--- src/qpst_pkg.sv ---
// ----------------------------------------------------------------------------
// qpst_pkg
// Shared types and constants for the quadratic-probe symbol table.
// ----------------------------------------------------------------------------
package qpst_pkg;

	localparam int MAX_SLOTS = 256;
	localparam int SLOT_W    = $clog2(MAX_SLOTS);
	localparam int NAME_W    = 32;
	localparam int TYPE_W    = 3;
	localparam int SIZE_W    = 9;
	localparam int ENTRY_W   = NAME_W + TYPE_W;
	localparam int BYTE_W    = 8;
	localparam int NBYTES    = NAME_W / BYTE_W;
	localparam int HASH_MUL  = 52;

	// remainder unit: bits retired per cycle and resulting number of steps
	localparam int REM_BITS  = 4;
	localparam int REM_STEPS = NAME_W / REM_BITS;
	localparam int REM_CNT_W = $clog2(REM_STEPS);

	typedef enum logic [1:0] {
		ST_FOUND     = 2'd0,
		ST_INSERTED  = 2'd1,
		ST_NOT_FOUND = 2'd2,
		ST_FULL      = 2'd3
	} status_t;

	typedef enum logic [2:0] {
		S_IDLE,
		S_HASH,
		S_MOD,
		S_FIRST,
		S_PROBE,
		S_DONE
	} state_t;

	typedef struct packed {
		logic              done;
		logic [SLOT_W-1:0] rem;
	} rem_stat_t;

	// zero every byte from the first zero byte on
	function automatic logic [NAME_W-1:0] canon_name(input logic [NAME_W-1:0] raw);
		logic [NAME_W-1:0] res;
		logic              alive;
		res   = '0;
		alive = 1'b1;
		for (int k = 0; k < NBYTES; k++) begin
			if (raw[NAME_W-1-BYTE_W*k -: BYTE_W] == '0) alive = 1'b0;
			if (alive) res[NAME_W-1-BYTE_W*k -: BYTE_W] = raw[NAME_W-1-BYTE_W*k -: BYTE_W];
		end
		return res;
	endfunction

endpackage

--- src/qpst_rem.sv ---
// ----------------------------------------------------------------------------
// qpst_rem
// Iterative remainder of the 32-bit hash by the table size, several bits a cycle.
// ----------------------------------------------------------------------------
module qpst_rem (
	input  logic                       clk,
	input  logic                       arst_n,
	input  logic                       start,
	input  logic [qpst_pkg::NAME_W-1:0] dividend,
	input  logic [qpst_pkg::SIZE_W-1:0] divisor,
	output qpst_pkg::rem_stat_t        stat
);
	import qpst_pkg::*;

	logic [NAME_W-1:0]    quo_q;
	logic [SLOT_W-1:0]    r_q;
	logic [SLOT_W-1:0]    r_nxt;
	logic [REM_CNT_W-1:0] cnt_q;
	logic                 busy_q;
	logic                 done_q;

	// restoring steps; remainder stays below divisor so one subtract per bit
	always_comb begin
		logic [SLOT_W:0] t;
		r_nxt = r_q;
		for (int k = 0; k < REM_BITS; k++) begin
			t = {r_nxt, quo_q[NAME_W-1-k]};
			if (t >= divisor) t = t - divisor;
			r_nxt = t[SLOT_W-1:0];
		end
	end

	always_ff @(posedge clk or negedge arst_n) begin
		if (!arst_n) begin
			busy_q <= 1'b0;
			done_q <= 1'b0;
			cnt_q  <= '0;
		end else begin
			done_q <= 1'b0;
			if (start) begin
				busy_q <= 1'b1;
				cnt_q  <= '0;
			end else if (busy_q) begin
				cnt_q <= cnt_q + 1'b1;
				if (cnt_q == REM_CNT_W'(REM_STEPS - 1)) begin
					busy_q <= 1'b0;
					done_q <= 1'b1;
				end
			end
		end
	end

	always_ff @(posedge clk) begin
		if (start) begin
			quo_q <= dividend;
			r_q   <= '0;
		end else if (busy_q) begin
			quo_q <= quo_q << REM_BITS;
			r_q   <= r_nxt;
		end
	end

	assign stat = '{done: done_q, rem: r_q};

endmodule

--- config.mk ---
export PLATFORM = sky130hd
export DESIGN_NAME = qpst_rem
export DESIGN_NICKNAME = d
export VERILOG_FILES = /design/src/qpst_pkg.sv /design/src/qpst_rem.sv
export SDC_FILE = /design/constraint.sdc
export NUM_CORES = 1
export LEC_CHECK = 0
export ABC_AREA = 1
export CORE_UTILIZATION = 35
export DETAILED_ROUTE_END_ITERATION = 10
export DONT_BUFFER_PORTS = 1
export SYNTH_ARGS = -nofsm -noshare
export SYNTH_HDL_FRONTEND = slang
export SYNTH_SLANG_ARGS = --single-unit
export TNS_END_PERCENT = 100
--- constraint.sdc ---
create_clock -name clk -period 5.75 [get_ports clk]
set_input_delay 0.8625 -clock clk [delete_from_list [all_inputs] [get_ports clk]]
set_output_delay 0.8625 -clock clk [all_outputs]
set_load 0.02 [all_outputs]
=== After elaboration in Yosys (flattened, before gate mapping) ===
Cells that the tools add are included.

* Output and inout bits: 9
* Bits of input ports: 44
* Register bits: 45

* Muxes and demuxes: 14
* Reduce and logical (&&, ||, !) cells: 1
* Eq/ne operators: 1
* Order comparisons: 4
* $add $sub $neg: 5

{| class="wikitable"
|+ Operators with widths
! cell !! count
|-
| $mux 32 || 2
|-
| $ge 9x9->1 || 4
|-
| $mux 8 || 4
|-
| $sub 8x8->8 || 4
|-
| $mux 1 || 6
|-
| $mux 3 || 2
|-
| $add 3x1->3 const B || 1
|-
| $eq 3x3->1 const B || 1
|-
| $reduce_bool 2->1 || 1
|}

=== Depth between registers and ports, before layout ===
Gate-level depths: netlist of the first run.

* Depth in word-level cells: 8
* Gate-level depth with buffers: 42
* Depth with buffers taken out: 42

=== Least setup slack after synthesis of the first run ===
OpenSTA, ideal clock, no wires.

* Kind: input-to-reg
* From: in divisor[4] (netlist name)
* To: reg r_q[1]
* Path slack: -0.141 ns
* Data arrival time: 5.771 ns
* Cell stages on the path: 35
* Path through: inv_1 > ha_1 > a21oi_1 > nand2_1 > nand2_1 > nand4_4 > or2_2 > nand2_1 > inv_1 > ha_1 > nand2_1 > inv_1 > a21oi_1 > nand4_2 > or2_1 > and2_1 > ha_1 > nand2_1 > inv_1 > a21boi_0 > nand3_1 > nor2_1 > buf_6 > nand3_1 > nand2_1 > inv_1 > ha_1 > nand2_1 > nor2_1 > nand4_1 > nor2_1 > nor2_4 > or2_2 > o211ai_1 > nand2_1

* Longest elaborated chain between the ends: 8
* Elaborated cells on any way between the ends: 12
* Those cells by class: add/sub (4); order compare (4); mux (4)

{| class="wikitable"
|+ Ends and longest elaborated chain
! what !! RTL line !! RTL
|-
| from (decl) || qpst_rem.sv:10 || <nowiki>input logic [qpst_pkg::SIZE_W-1:0] divisor,</nowiki>
|-
| $sub 8x8->8 / $ge 9x9->1 (equally long branches) || qpst_rem.sv:28 || <nowiki>if (t >= divisor) t = t - divisor;</nowiki>
|-
| $mux 8 || qpst_rem.sv:28 ||
|-
| $sub 8x8->8 / $ge 9x9->1 (equally long branches) || qpst_rem.sv:28 ||
|-
| $mux 8 || qpst_rem.sv:28 ||
|-
| $ge 9x9->1 / $sub 8x8->8 (equally long branches) || qpst_rem.sv:28 ||
|-
| $mux 8 || qpst_rem.sv:28 ||
|-
| $sub 8x8->8 / $ge 9x9->1 (equally long branches) || qpst_rem.sv:28 ||
|-
| $mux 8 * || qpst_rem.sv:28 ||
|-
| to (signal assigned) || qpst_rem.sv:59 || <nowiki>r_q <= r_nxt;</nowiki>
|-
| to (decl) || qpst_rem.sv:16 || <nowiki>logic [SLOT_W-1:0] r_q;</nowiki>
|}

Every way passes the cells marked *; elsewhere a longest branch is shown, timed or not.
A chain may end at the register's enable or synchronous reset.

=== Worst setup path in the final report of the first run ===
Ends and elaborated chain as after synthesis.

==> flow_summary_export.csv, run 1 <==
group,metric,value,unit
place,placed_area,4770,sq um
synth,ys_seq_area_share,32.3,%
place,dp_slack,-0.746,ns
floorplan,core_region_area,10500,sq um
drt,drtAntennaViolNets,0,
place,io_buffers,0,
floorplan,num_io_pins,53,
drt,wl_per_cell,14.6,microns
sta,worst_slack,-0.0570,ns
synth,synth.avg_cell_area,7.29,sq um
synth,yosys_warnings,0,
critical_path,worstPathArrival,6.01,ns
min_path,hold_class,"in2async",
sta,slew_viol_final,0,
synth,ys_seq_elements,45,
sta,hold_viol_final,0,
finish,diodes,0,
synth,synth_nets,615,
sta,max_freq,0.172,GHz
global_route,grt_pass1_vias,3881,
clock_network,htreeDepth,2,
clock_network,holdBufCountCts,0,
finish,final_common_cell,"nand2_1",
sta,finalCriticalPeriod,5.81,ns
global_route,antenna_found_initial,0,
clock_network,cts_buffers,5,
outcome,failed_checks,"setup timing",
clock_network,clk_pin_slew,0.09,ns
synth,syn_area,3860,sq um
clock_network,insertion_delay,0.31,ns
critical_path,crit_path_max_incr_delay,0.35,ns
floorplan,fp-row-count,37,
drt,viasPerCell,4.85,
finish,layout_common_cells,"nand2_1, buf_4, inv_1",
drt,drt_iter0_markers,164,
clock_network,cts_sinks,45,
synth,synth-edff-count,32,
finish,drive_above_1_share,41.5,%
drt,vias,3838,
run,cap_violations,0,
sta,finalCritPeriodShare,101,%
finish,num-nets-final,741,
sta,tightest_slew,0.808,ns
critical_path,required,5.95,ns
clock_network,cts_buffer_depth,2,
clock_network,cts-root-buf,"clkbuf_8",
sta,max_slew_margin,46.0,%
global_route,grt-ovfl-total,0,
floorplan,die-area,11400,sq um
clock_network,tritoncts,"built",
critical_path,endpoint_kind,"flop",
floorplan,die_h,107,microns
synth,syn_inst,529,
sta,clock_skew,0.0135,ns
finish,utilization,54.9,%
critical_path,crit_path_max_fanout,7,
global_route,grt_pass1_wl,18.3,mm
critical_path,path_class,"in2reg",
drt,drtPass1Iterations,6,
finish,area_growth,49.4,%
critical_path,crit_slowest_cell,"ha_4",
global_route,track_usage,20.6,%
place,hpwl,8.74,mm
synth,postSynth.asyncResetShare,11.1,%
sta,setup_viol,4,
global_route,grt_max_degree,38,
place,routabilityCongestion,0.933,
outcome,status,"complete, but fails checks",
synth,ys.flop_type,"edfxtp_1",
floorplan,die_x,107,microns
sta,grt_setup_unrepaired,"true",
finish,fillCellCount,937,
drt,routed_wl,11.6,mm
critical_path,worstSetupStartpointType,"input port",
floorplan,start_util,36.7,%
finish,design_area,5770,sq um
sta,fin_setup_tns,-0.0876,ns
drt,drc,0,
synth,synth_cell_types,43,
-- critical path: cells and delay by family --
family | cells | cell delay, ns
buf+inv | 6 | 0.71
fa+ha+maj | 4 | 1.26
simple gates | 22 | 2.61
compound gates | 3 | 0.33
xor+xnor | 1 | 0.23
-- path summary, 6_finish.rpt --
check	start	endpoint	slack, ns	cells past startpoint
hold / removal	arst_n	done_q$_DFF_PN0_	0.24	0
hold reg to reg	quo_q[18]$_DFFE_PP_	quo_q[22]$_DFFE_PP_	0.52	2
setup / recovery	divisor[4]	r_q[1]$_SDFFE_PP0P_	-0.06	36
max in group asynchronous	arst_n	cnt_q[1]$_DFFE_PN0P_	5.45	0
min in group clk	quo_q[18]$_DFFE_PP_	quo_q[22]$_DFFE_PP_	0.52	2
setup reg to reg	quo_q[31]$_DFFE_PP_	r_q[1]$_SDFFE_PP0P_	0	40
-- timing repair --
item / 4_1_cts / 5_1_grt
gates resized for setup: 98 / 39
setup endpoints to repair: 8 / 8
buffers inserted: 25 / 10
pin swaps: 55 / 46
-- sequential cells by signal, summed over array words and instances (netlist names) --
register and cells:
done_q 1, quo_q 32, busy_q 1, r_q 8, cnt_q 3
-- metal layers --
layer	GRT usage, %	vias up	routed length (microns)
met1	25.3	1778	4880
met2	37.0	85	5880
met4	5.97	0	291
li1	-	1953	-
met5	0	-	0
met3	3.40	22	496
-- Yosys cell counts (2+ instances only) --
master,number,area (sq um)
a22o_1,3,26.3
nor2_1,27,101
o21ai_2,2,17.5
o21ai_1,3,15.0
and2_1,3,18.8
xnor2_1,9,78.8
or2_2,4,25.0
clkbuf_1,6,22.5
nand3_1,38,190
nand3_2,3,30.0
nand2_1,193,724
o21ai_0,9,45.0
nor2_4,2,22.5
nor2_2,4,25.0
edfxtp_1,32,961
ha_1,38,475
a31oi_1,2,12.5
buf_1,2,7.51
nand4_1,4,25.0
a21oi_1,23,115
a21o_1,2,15.0
inv_1,71,267
dfxtp_1,8,160
xor2_1,12,105
o211ai_1,2,15.0
fa_1,4,80.1
dfrtp_1,5,125
nand2_2,3,18.8
-- cell type report --
class | count | area (sq um) | share of cell area, %
Multi-Input combinational cell | 401 | 2950 | 51.2
Sequential cell | 45 | 1250 | 21.6
Timing Repair Buffer | 129 | 991 | 17.2
Inverter | 73 | 293 | 5.08
Tap cell | 136 | 170 | 2.95
Clock buffer | 5 | 68.8 | 1.19
Clock inverter | 3 | 47.5 | 0.825
-- per-stage QoR --
step,hold WS [ns],cells
6_report,0.238,792
5_1_grt,0.219,792
4_1_cts,0.229,782
3_5_place_dp,0.497,749
3_3_place_gp,0.490,749
2_1_floorplan,0.483,529
-- logic make-up (layout without fill, tap and decap cells) --
logic type	after synthesis	after routing	synth area share [%]
adders and majority gates	42	42	14.4
xor gates and xnor gates	21	21	4.77
buffers and inverters	83	210	8.43
muxes	1	1	0.259
and+or+nand+nor	287	287	32.3
DFF	45	45	32.3
AOI/OAI and AO/OA	50	50	7.59
Power of run 1 is left out: the tool's default activity adds up to more than one toggle a clock period on the data nets, which glitch-free logic cannot reach.
==> inputs of run 2 (changes only) <==
--- a/config.mk
+++ b/config.mk
@@ -6,9 +6,12 @@
 export NUM_CORES = 1
 export LEC_CHECK = 0
 export ABC_AREA = 1
-export CORE_UTILIZATION = 35
+export CELL_PAD_IN_SITES_DETAIL_PLACEMENT = 2
+export CELL_PAD_IN_SITES_GLOBAL_PLACEMENT = 2
+export CORE_UTILIZATION = 33
 export DETAILED_ROUTE_END_ITERATION = 10
 export DONT_BUFFER_PORTS = 1
+export PLACE_DENSITY_LB_ADDON = 0.1
 export SYNTH_ARGS = -nofsm -noshare
 export SYNTH_HDL_FRONTEND = slang
 export SYNTH_SLANG_ARGS = --single-unit
==> flow_summary_export.csv, run 2 (synthesis results as in run 1) <==
group,metric,value,unit
global_route,grt_pass1_wl,26.2,mm
drt,wl_per_cell,26.9,microns
clock_network,insertion_delay,0.32,ns
sta,setup_viol,8,
place,dp.cells,764,
finish,largest_reg_flops,32,
finish,area_growth,56.8,%
place,routabilityCongestion,0.836,
critical_path,required,5.96,ns
finish,largest_register,"quo_q",
finish,stdcell_count,801,
sta,worst_slack,-0.959,ns
sta,finalCriticalPeriod,6.71,ns
clock_network,cts_buffer_depth,2,
outcome,status,"complete, but fails checks",
global_route,track_usage,30.1,%
critical_path,rr_worst_depth,37,
clock_network,clk_pin_slew,0.09,ns
drt,drt_iter0_markers,183,
clock_network,tritoncts,"built",
sta,fin_setup_tns,-7.15,ns
global_route,grt_max_degree,38,
run,cap_violations,0,
sta,tightest_slew,1.04,ns
sta,hold_viol_final,0,
critical_path,endpoint_kind,"flop",
finish,drive_above_1_share,47.4,%
floorplan,num_io_pins,53,
critical_path,crit_slowest_cell,"o21ai_0",
floorplan,die-area,12100,sq um
finish,layout_common_cells,"nand2_1, buf_4, inv_1",
finish,reg_top3,"quo_q: 32 flops, r_q: 8 flops, cnt_q: 3 flops",
critical_path,worst_path_most_repeated_cell,"nand2_1",
finish,diodes,0,
critical_path,crit_path_max_incr_delay,0.37,ns
critical_path,crit_path_max_fanout,7,
floorplan,die_x,110,microns
floorplan,start_util,33.8,%
clock_network,cts_sinks,45,
sta,finalCritPeriodShare,117,%
clock_network,cts_buffers,5,
sta,max_freq,0.149,GHz
finish,num-nets-final,743,
outcome,failed_checks,"setup timing",
clock_network,htreeDepth,2,
drt,vias,4375,
sta,slew_viol_final,0,
finish,utilization,53.0,%
drt,drtAntennaViolNets,0,
sta,max_slew_margin,30.6,%
critical_path,worstSetupStartpointType,"input port",
global_route,grt-ovfl-total,0,
critical_path,path_class,"in2reg",
place,io_buffers,0,
global_route,antenna_found_initial,0,
drt,drc,0,
sta,grt_setup_unrepaired,"true",
floorplan,core_region_area,11400,sq um
finish,fillCellCount,1217,
global_route,grt_pass1_vias,4685,
drt,drtPass1Iterations,4,
floorplan,die_h,110,microns
drt,viasPerCell,5.46,
floorplan,fp-row-count,39,
clock_network,cts-root-buf,"clkbuf_16",
drt,routed_wl,21.6,mm
place,hpwl,11.9,mm
min_path,hold_class,"in2async",
finish,final_common_cell,"nand2_1",
critical_path,worstPathArrival,6.92,ns
sta,clock_skew,0.0228,ns
==> run 2: cell types whose count changed in the layout (fill, tap and decap cells not counted), sizes merged <==
| cell | before | now |
|---|---|---|
| buf | 129 | 131 |
| bufinv | 1 | 0 |
| clkinvlp | 3 | 4 |
==> run 2: cell type report <==
cell class              count  area (sq um)  share of cell area (%)
inverters                  73           294                    4.86
clock inverters             3          28.8                   0.476
repair buffers            131          1030                    17.0
well taps                 143           179                    2.96
flip-flops and latches     45          1250                    20.6
clock buffers               5           125                    2.07
multi-input cells         401          3150                    52.1
==> run 2: repair_timing <==
item,in CTS,in global routing
buffers inserted,17,12
hold buffers,0,0
setup endpoints to repair,8,8
pin swaps,58,62
gates resized for setup,102,78
==> run 2: path summary, 6_finish.rpt <==
| check | start | end | slack [ns] |
|---|---|---|---|
| setup / recovery | divisor[5] | r_q[3]$_SDFFE_PP0P_ | -0.96 |
| hold / removal | arst_n | cnt_q[0]$_DFFE_PN0P_ | 0.25 |
| setup reg to reg | quo_q[31]$_DFFE_PP_ | r_q[3]$_SDFFE_PP0P_ | -0.78 |
| hold reg to reg | quo_q[3]$_SDFFCE_PN0P_ | quo_q[7]$_DFFE_PP_ | 0.52 |
| max in group asynchronous | arst_n | busy_q$_DFF_PN0_ | 5.44 |
| min in group clk | quo_q[3]$_SDFFCE_PN0P_ | quo_q[7]$_DFFE_PP_ | 0.52 |
==> run 2: metal layers <==
layer  global-route usage, %  part of all wire (%)
met5                       0                     0
met4                    13.2                   5.5
met3                    4.23                   4.0
met2                    58.2                    52
met1                    32.3                    39
==> run 2: critical path, delay by kind of cell <==
family | cells | cell delay [ns]
adder cells (fa/ha/maj) | 4 | 1.04
AND/OR/NAND/NOR | 18 | 2.74
AO/OA/AOI/OAI | 7 | 1.70
buffers and inverters | 5 | 0.55
==> run 2: per-stage QoR <==
| step | area [sq um] | hold WS [ns] | setup WS, ns |
|---|---|---|---|
| 2_1_floorplan | 3940 | 0.483 | 0.00159 |
| 3_3_place_gp | 4840 | 0.493 | -0.838 |
| 3_5_place_dp | 4840 | 0.506 | -1.13 |
| 4_1_cts | 5610 | 0.249 | -0.175 |
| 5_1_grt | 6050 | 0.243 | -1.04 |
| 6_report | 6050 | 0.246 | -0.959 |
Power of run 2 is left out for the same reason.
==> inputs of run 3 (changes only) <==
--- a/config.mk
+++ b/config.mk
@@ -5,10 +5,9 @@
 export SDC_FILE = /design/constraint.sdc
 export NUM_CORES = 1
 export LEC_CHECK = 0
-export ABC_AREA = 1
 export CELL_PAD_IN_SITES_DETAIL_PLACEMENT = 2
 export CELL_PAD_IN_SITES_GLOBAL_PLACEMENT = 2
-export CORE_UTILIZATION = 33
+export CORE_UTILIZATION = 35
 export DETAILED_ROUTE_END_ITERATION = 10
 export DONT_BUFFER_PORTS = 1
 export PLACE_DENSITY_LB_ADDON = 0.1
==> flow_summary_export.csv, run 3 <==
group,metric,value,unit
sta,endpoint_type,"register data pin",
synth,synth.avg_cell_area,9.63,sq um
place,io_buffers,0,
clock_network,cts_buffers,5,
synth,synth-edff-count,32,
floorplan,die_h,106,microns
synth,netlist_top_cells_count,"ha_1, mux2_2, nor2_1",
place,routabilityCongestion,0.831,
synth,syn_inst,396,
synth,netlist.area_leader.share,25.2,%
place,dp.cells,647,
synth,yosysTopAreaCell,"edfxtp_1",
synth,ys_seq_elements,45,
outcome,stop_stage,"global routing (5_1_grt)",
global_route,grt_max_degree,47,
synth,synth_cell_types,52,
synth,postSynth.asyncResetShare,11.1,%
clock_network,cts_sinks,45,
synth,yosys_warnings,0,
synth,synth_nets,482,
global_route,antenna_found_initial,0,
synth,synth_area_leaders,"edfxtp_1, ha_1, mux2_2",
outcome,error,"[ERROR DPL-0033] detailed placement checks failed during check placement.",
sta,crit_endpoint,"r_q[4]$_SDFFE_PP0P_/D",
outcome,status,"aborted with a tool error",
floorplan,fp-row-count,37,
clock_network,cts-root-buf,"clkbuf_8",
floorplan,die_x,106,microns
place,hpwl,12.6,mm
clock_network,cts_buffer_depth,2,
synth,ys.flop_type,"edfxtp_1",
synth,ys_seq_area_share,32.7,%
floorplan,start_util,36.4,%
synth,syn_area,3810,sq um
clock_network,htreeDepth,2,
synth,synth_most_common_cell,"ha_1",
floorplan,num_io_pins,53,
run 3: stage by stage:
| step | setup slack, ns | hold WS, ns | cell area [sq um] | setup TNS [ns] |
|---|---|---|---|---|
| after CTS | -1.30 | 0.220 | 5800 | -9.68 |
| after detailed placement | -2.29 | 0.529 | 5110 | -17.67 |
| after floorplan | -1.33 | 0.490 | 4060 | -9.76 |
| after global placement | -1.77 | 0.507 | 5110 | -13.63 |
run 3: cells by family after synthesis:
group           count (synthesis)  synth area share (%)
compound gates                114                  20.0
xor+xnor                       14                  3.22
fa+ha+maj                      42                  14.6
buf+inv                        37                  3.77
flops                          45                  32.7
mux                            39                  11.4
simple gates                  105                  14.3
run 3: what timing repair did:
item                       in CTS
cloned                          1
hold buffers                    0
setup buffers                  26
pin swaps                      45
setup endpoints to repair       8
gates resized for setup        83
==> inputs of run 4 (changes only) <==
==> config.mk (replaced) <==
export PLATFORM = sky130hd
export DESIGN_NAME = qpst_rem
export DESIGN_NICKNAME = d
export VERILOG_FILES = /design/src/qpst_pkg.sv /design/src/qpst_rem.sv
export SDC_FILE = /design/constraint.sdc
export NUM_CORES = 1
export LEC_CHECK = 0
export CORE_UTILIZATION = 20
export DETAILED_ROUTE_END_ITERATION = 10
export DONT_BUFFER_PORTS = 1
export PLACE_DENSITY_LB_ADDON = 0.15
export SYNTH_ARGS = -nofsm -noshare
export SYNTH_HDL_FRONTEND = slang
export SYNTH_SLANG_ARGS = --single-unit
export TNS_END_PERCENT = 100
==> constraint.sdc (replaced) <==
create_clock -name clk -period 7.5 [get_ports clk]
set_input_delay 1.125 -clock clk [delete_from_list [all_inputs] [get_ports clk]]
set_output_delay 1.125 -clock clk [all_outputs]
set_load 0.02 [all_outputs]
==> flow_summary_export.csv, run 4 <==
group,metric,value,unit
synth,synth-edff-count,32,
clock_network,cts_buffer_depth,2,
floorplan,start_util,20.4,%
critical_path,crit_path_max_incr_delay,0.39,ns
critical_path,worst_r2r_endpoint,"r_q[4]$_SDFFE_PP0P_",
global_route,track_usage,13.2,%
floorplan,num_io_pins,53,
finish,reg_top3,"quo_q: 32 flops, r_q: 8 flops, cnt_q: 3 flops",
synth,synth_most_common_cell,"ha_1",
finish,multiInputGateArea,2810,sq um
place,placed_area,5070,sq um
place,hpwl,10.1,mm
drt,wl_per_cell,16.8,microns
critical_path,worstPathArrival,7.55,ns
critical_path,crit_path_max_fanout,6,
sta,tightest_slew,0.792,ns
critical_path,worstSetupStartpointType,"input port",
critical_path,startpoint,"divisor[2]",
sta,finalCriticalPeriod,7.31,ns
global_route,grt_pass1_wl,19.7,mm
clock_network,clk_pin_slew,0.07,ns
clock_network,insertion_delay,0.30,ns
drt,drtAntennaViolNets,0,
synth,synth_area_leaders,"edfxtp_1, ha_1, mux2_2",
global_route,grt_pass1_vias,3596,
clock_network,cts-root-buf,"clkbuf_16",
floorplan,die-area,19600,sq um
critical_path,required,7.74,ns
sta,slew_viol_final,0,
outcome,status,"finished, final reports clean",
finish,largest_register,"quo_q",
floorplan,fp-row-count,50,
finish,largest_reg_flops,32,
critical_path,endpoint,"r_q[4]$_SDFFE_PP0P_",
min_path,hold_class,"in2async",
synth,postSynth.asyncResetShare,11.1,%
drt,vias,3406,
critical_path,rr_worst_depth,30,
synth,synth_cell_types,52,
critical_path,reg2reg_from,"quo_q[31]$_DFFE_PP_",
synth,synth_nets,482,
finish,area_growth,46.1,%
place,routabilityCongestion,0.875,
synth,ys_seq_area_share,32.7,%
clock_network,cts_sinks,45,
synth,ys.flop_type,"edfxtp_1",
drt,drtPass1Iterations,4,
clock_network,cts_buffers,5,
critical_path,endpoint_kind,"flop",
clock_network,htreeDepth,2,
synth,netlist.area_leader.share,25.2,%
floorplan,die_h,140,microns
drt,drc,0,
global_route,grt_max_degree,47,
synth,netlist_top_cells_count,"ha_1, mux2_2, nor2_1",
drt,drt_iter0_markers,108,
critical_path,crit_slowest_cell,"a221o_1",
global_route,antenna_found_initial,0,
critical_path,rrSetupSlack,0.46,ns
sta,max_freq,0.137,GHz
floorplan,core_region_area,18700,sq um
critical_path,worst_path_most_repeated_cell,"or2_4",
synth,syn_inst,396,
sta,hold_viol_final,0,
synth,synth.avg_cell_area,9.63,sq um
critical_path,path_class,"in2reg",
place,io_buffers,0,
finish,num-nets-final,601,
sta,finalCritPeriodShare,97.4,%
synth,yosysTopAreaCell,"edfxtp_1",
finish,diodes,0,
sta,clock_skew,0.00749,ns
clock_network,tritoncts,"built",
synth,yosys_warnings,0,
run,cap_violations,0,
finish,final_common_cell,"buf_4",
synth,ys_seq_elements,45,
global_route,grt-ovfl-total,0,
finish,drive_above_1_share,44.4,%
sta,max_slew_margin,47.2,%
drt,routed_wl,12.6,mm
finish,design_area,5570,sq um
finish,ff_latch_area,1250,sq um
finish,fillCellCount,1912,
synth,syn_area,3810,sq um
drt,viasPerCell,4.54,
finish,layout_common_cells,"buf_4, mux2_2, edfxtp_1",
sta,setup_viol,0,
floorplan,die_x,140,microns
==> run 4: cell counts after synthesis <==
Identical to the previous run, type by type.
==> run 4: cells by family (layout without fill, tap and decap cells) <==
kind of cell               after synthesis  after routing  share of synthesized area [%]
AOI/OAI and AO/OA                      114            114                           20.0
and+or+nand+nor                        105            105                           14.3
DFF                                     45             45                           32.7
adders and majority gates               42             42                           14.6
muxes                                   39             39                           11.4
buffers and inverters                   37            157                           3.77
xor gates and xnor gates                14             14                           3.22
==> run 4: worst min-delay path by stage <==
stage / endpoint
after CTS: cnt_q[2]$_DFFE_PN0P_
after detailed placement: cnt_q[1]$_DFFE_PN0P_
final: busy_q$_DFF_PN0_
after global routing: busy_q$_DFF_PN0_
after global placement: cnt_q[1]$_DFFE_PN0P_
after floorplan: cnt_q[1]$_DFFE_PN0P_
==> run 4: what timing repair did <==
item	4_1_cts	5_1_grt
setup endpoints to repair	7	8
hold buffers	0	0
pin swaps	6	23
gates resized for setup	13	41
buffers inserted	3	10
==> run 4: area by class of cell <==
type / instances / share of cell area [%]
inverter: 24 / 1.89
multi-input combinational: 314 / 50.5
sequential: 45 / 22.4
tap: 234 / 5.26
clock inverter: 2 / 0.696
clock buffer: 6 / 2.31
timing repair buffer: 125 / 17.0
==> run 4: through the flow <==
| step | utilization, % | hold WS (ns) | TNS (ns) | cells | setup WS, ns |
|---|---|---|---|---|---|
| floorplan | - | 0.490 | 0 | 396 | 0.0155 |
| CTS | 28.4 | 0.501 | 0 | 741 | 0.0504 |
| global placement | 27.1 | 0.513 | -3.43 | 730 | -0.634 |
| global route | 29.8 | 0.496 | -0.0839 | 750 | -0.0475 |
| detailed placement | 27.1 | 0.522 | -3.17 | 730 | -0.570 |
| finish | 29.8 | 0.510 | 0 | 750 | 0.194 |
==> run 4: worst max-delay path, delay by kind of cell <==
| family | cells | cell delay, ns |
|---|---|---|
| compound gates | 13 | 2.96 |
| fa+ha+maj | 4 | 1.11 |
| buf+inv | 2 | 0.28 |
| mux | 2 | 0.63 |
| simple gates | 8 | 1.43 |
==> run 4: per-layer routing <==
layer  vias up  part of all wire, %  global-route usage [%]
met5         -                    0                       0
met4         0                 0.99                    2.95
met3        11                  4.3                    3.11
met2        63                   47                    22.0
met1      1620                   48                    17.2
li1       1712                    -                       -
Power of run 4 is left out for the same reason.
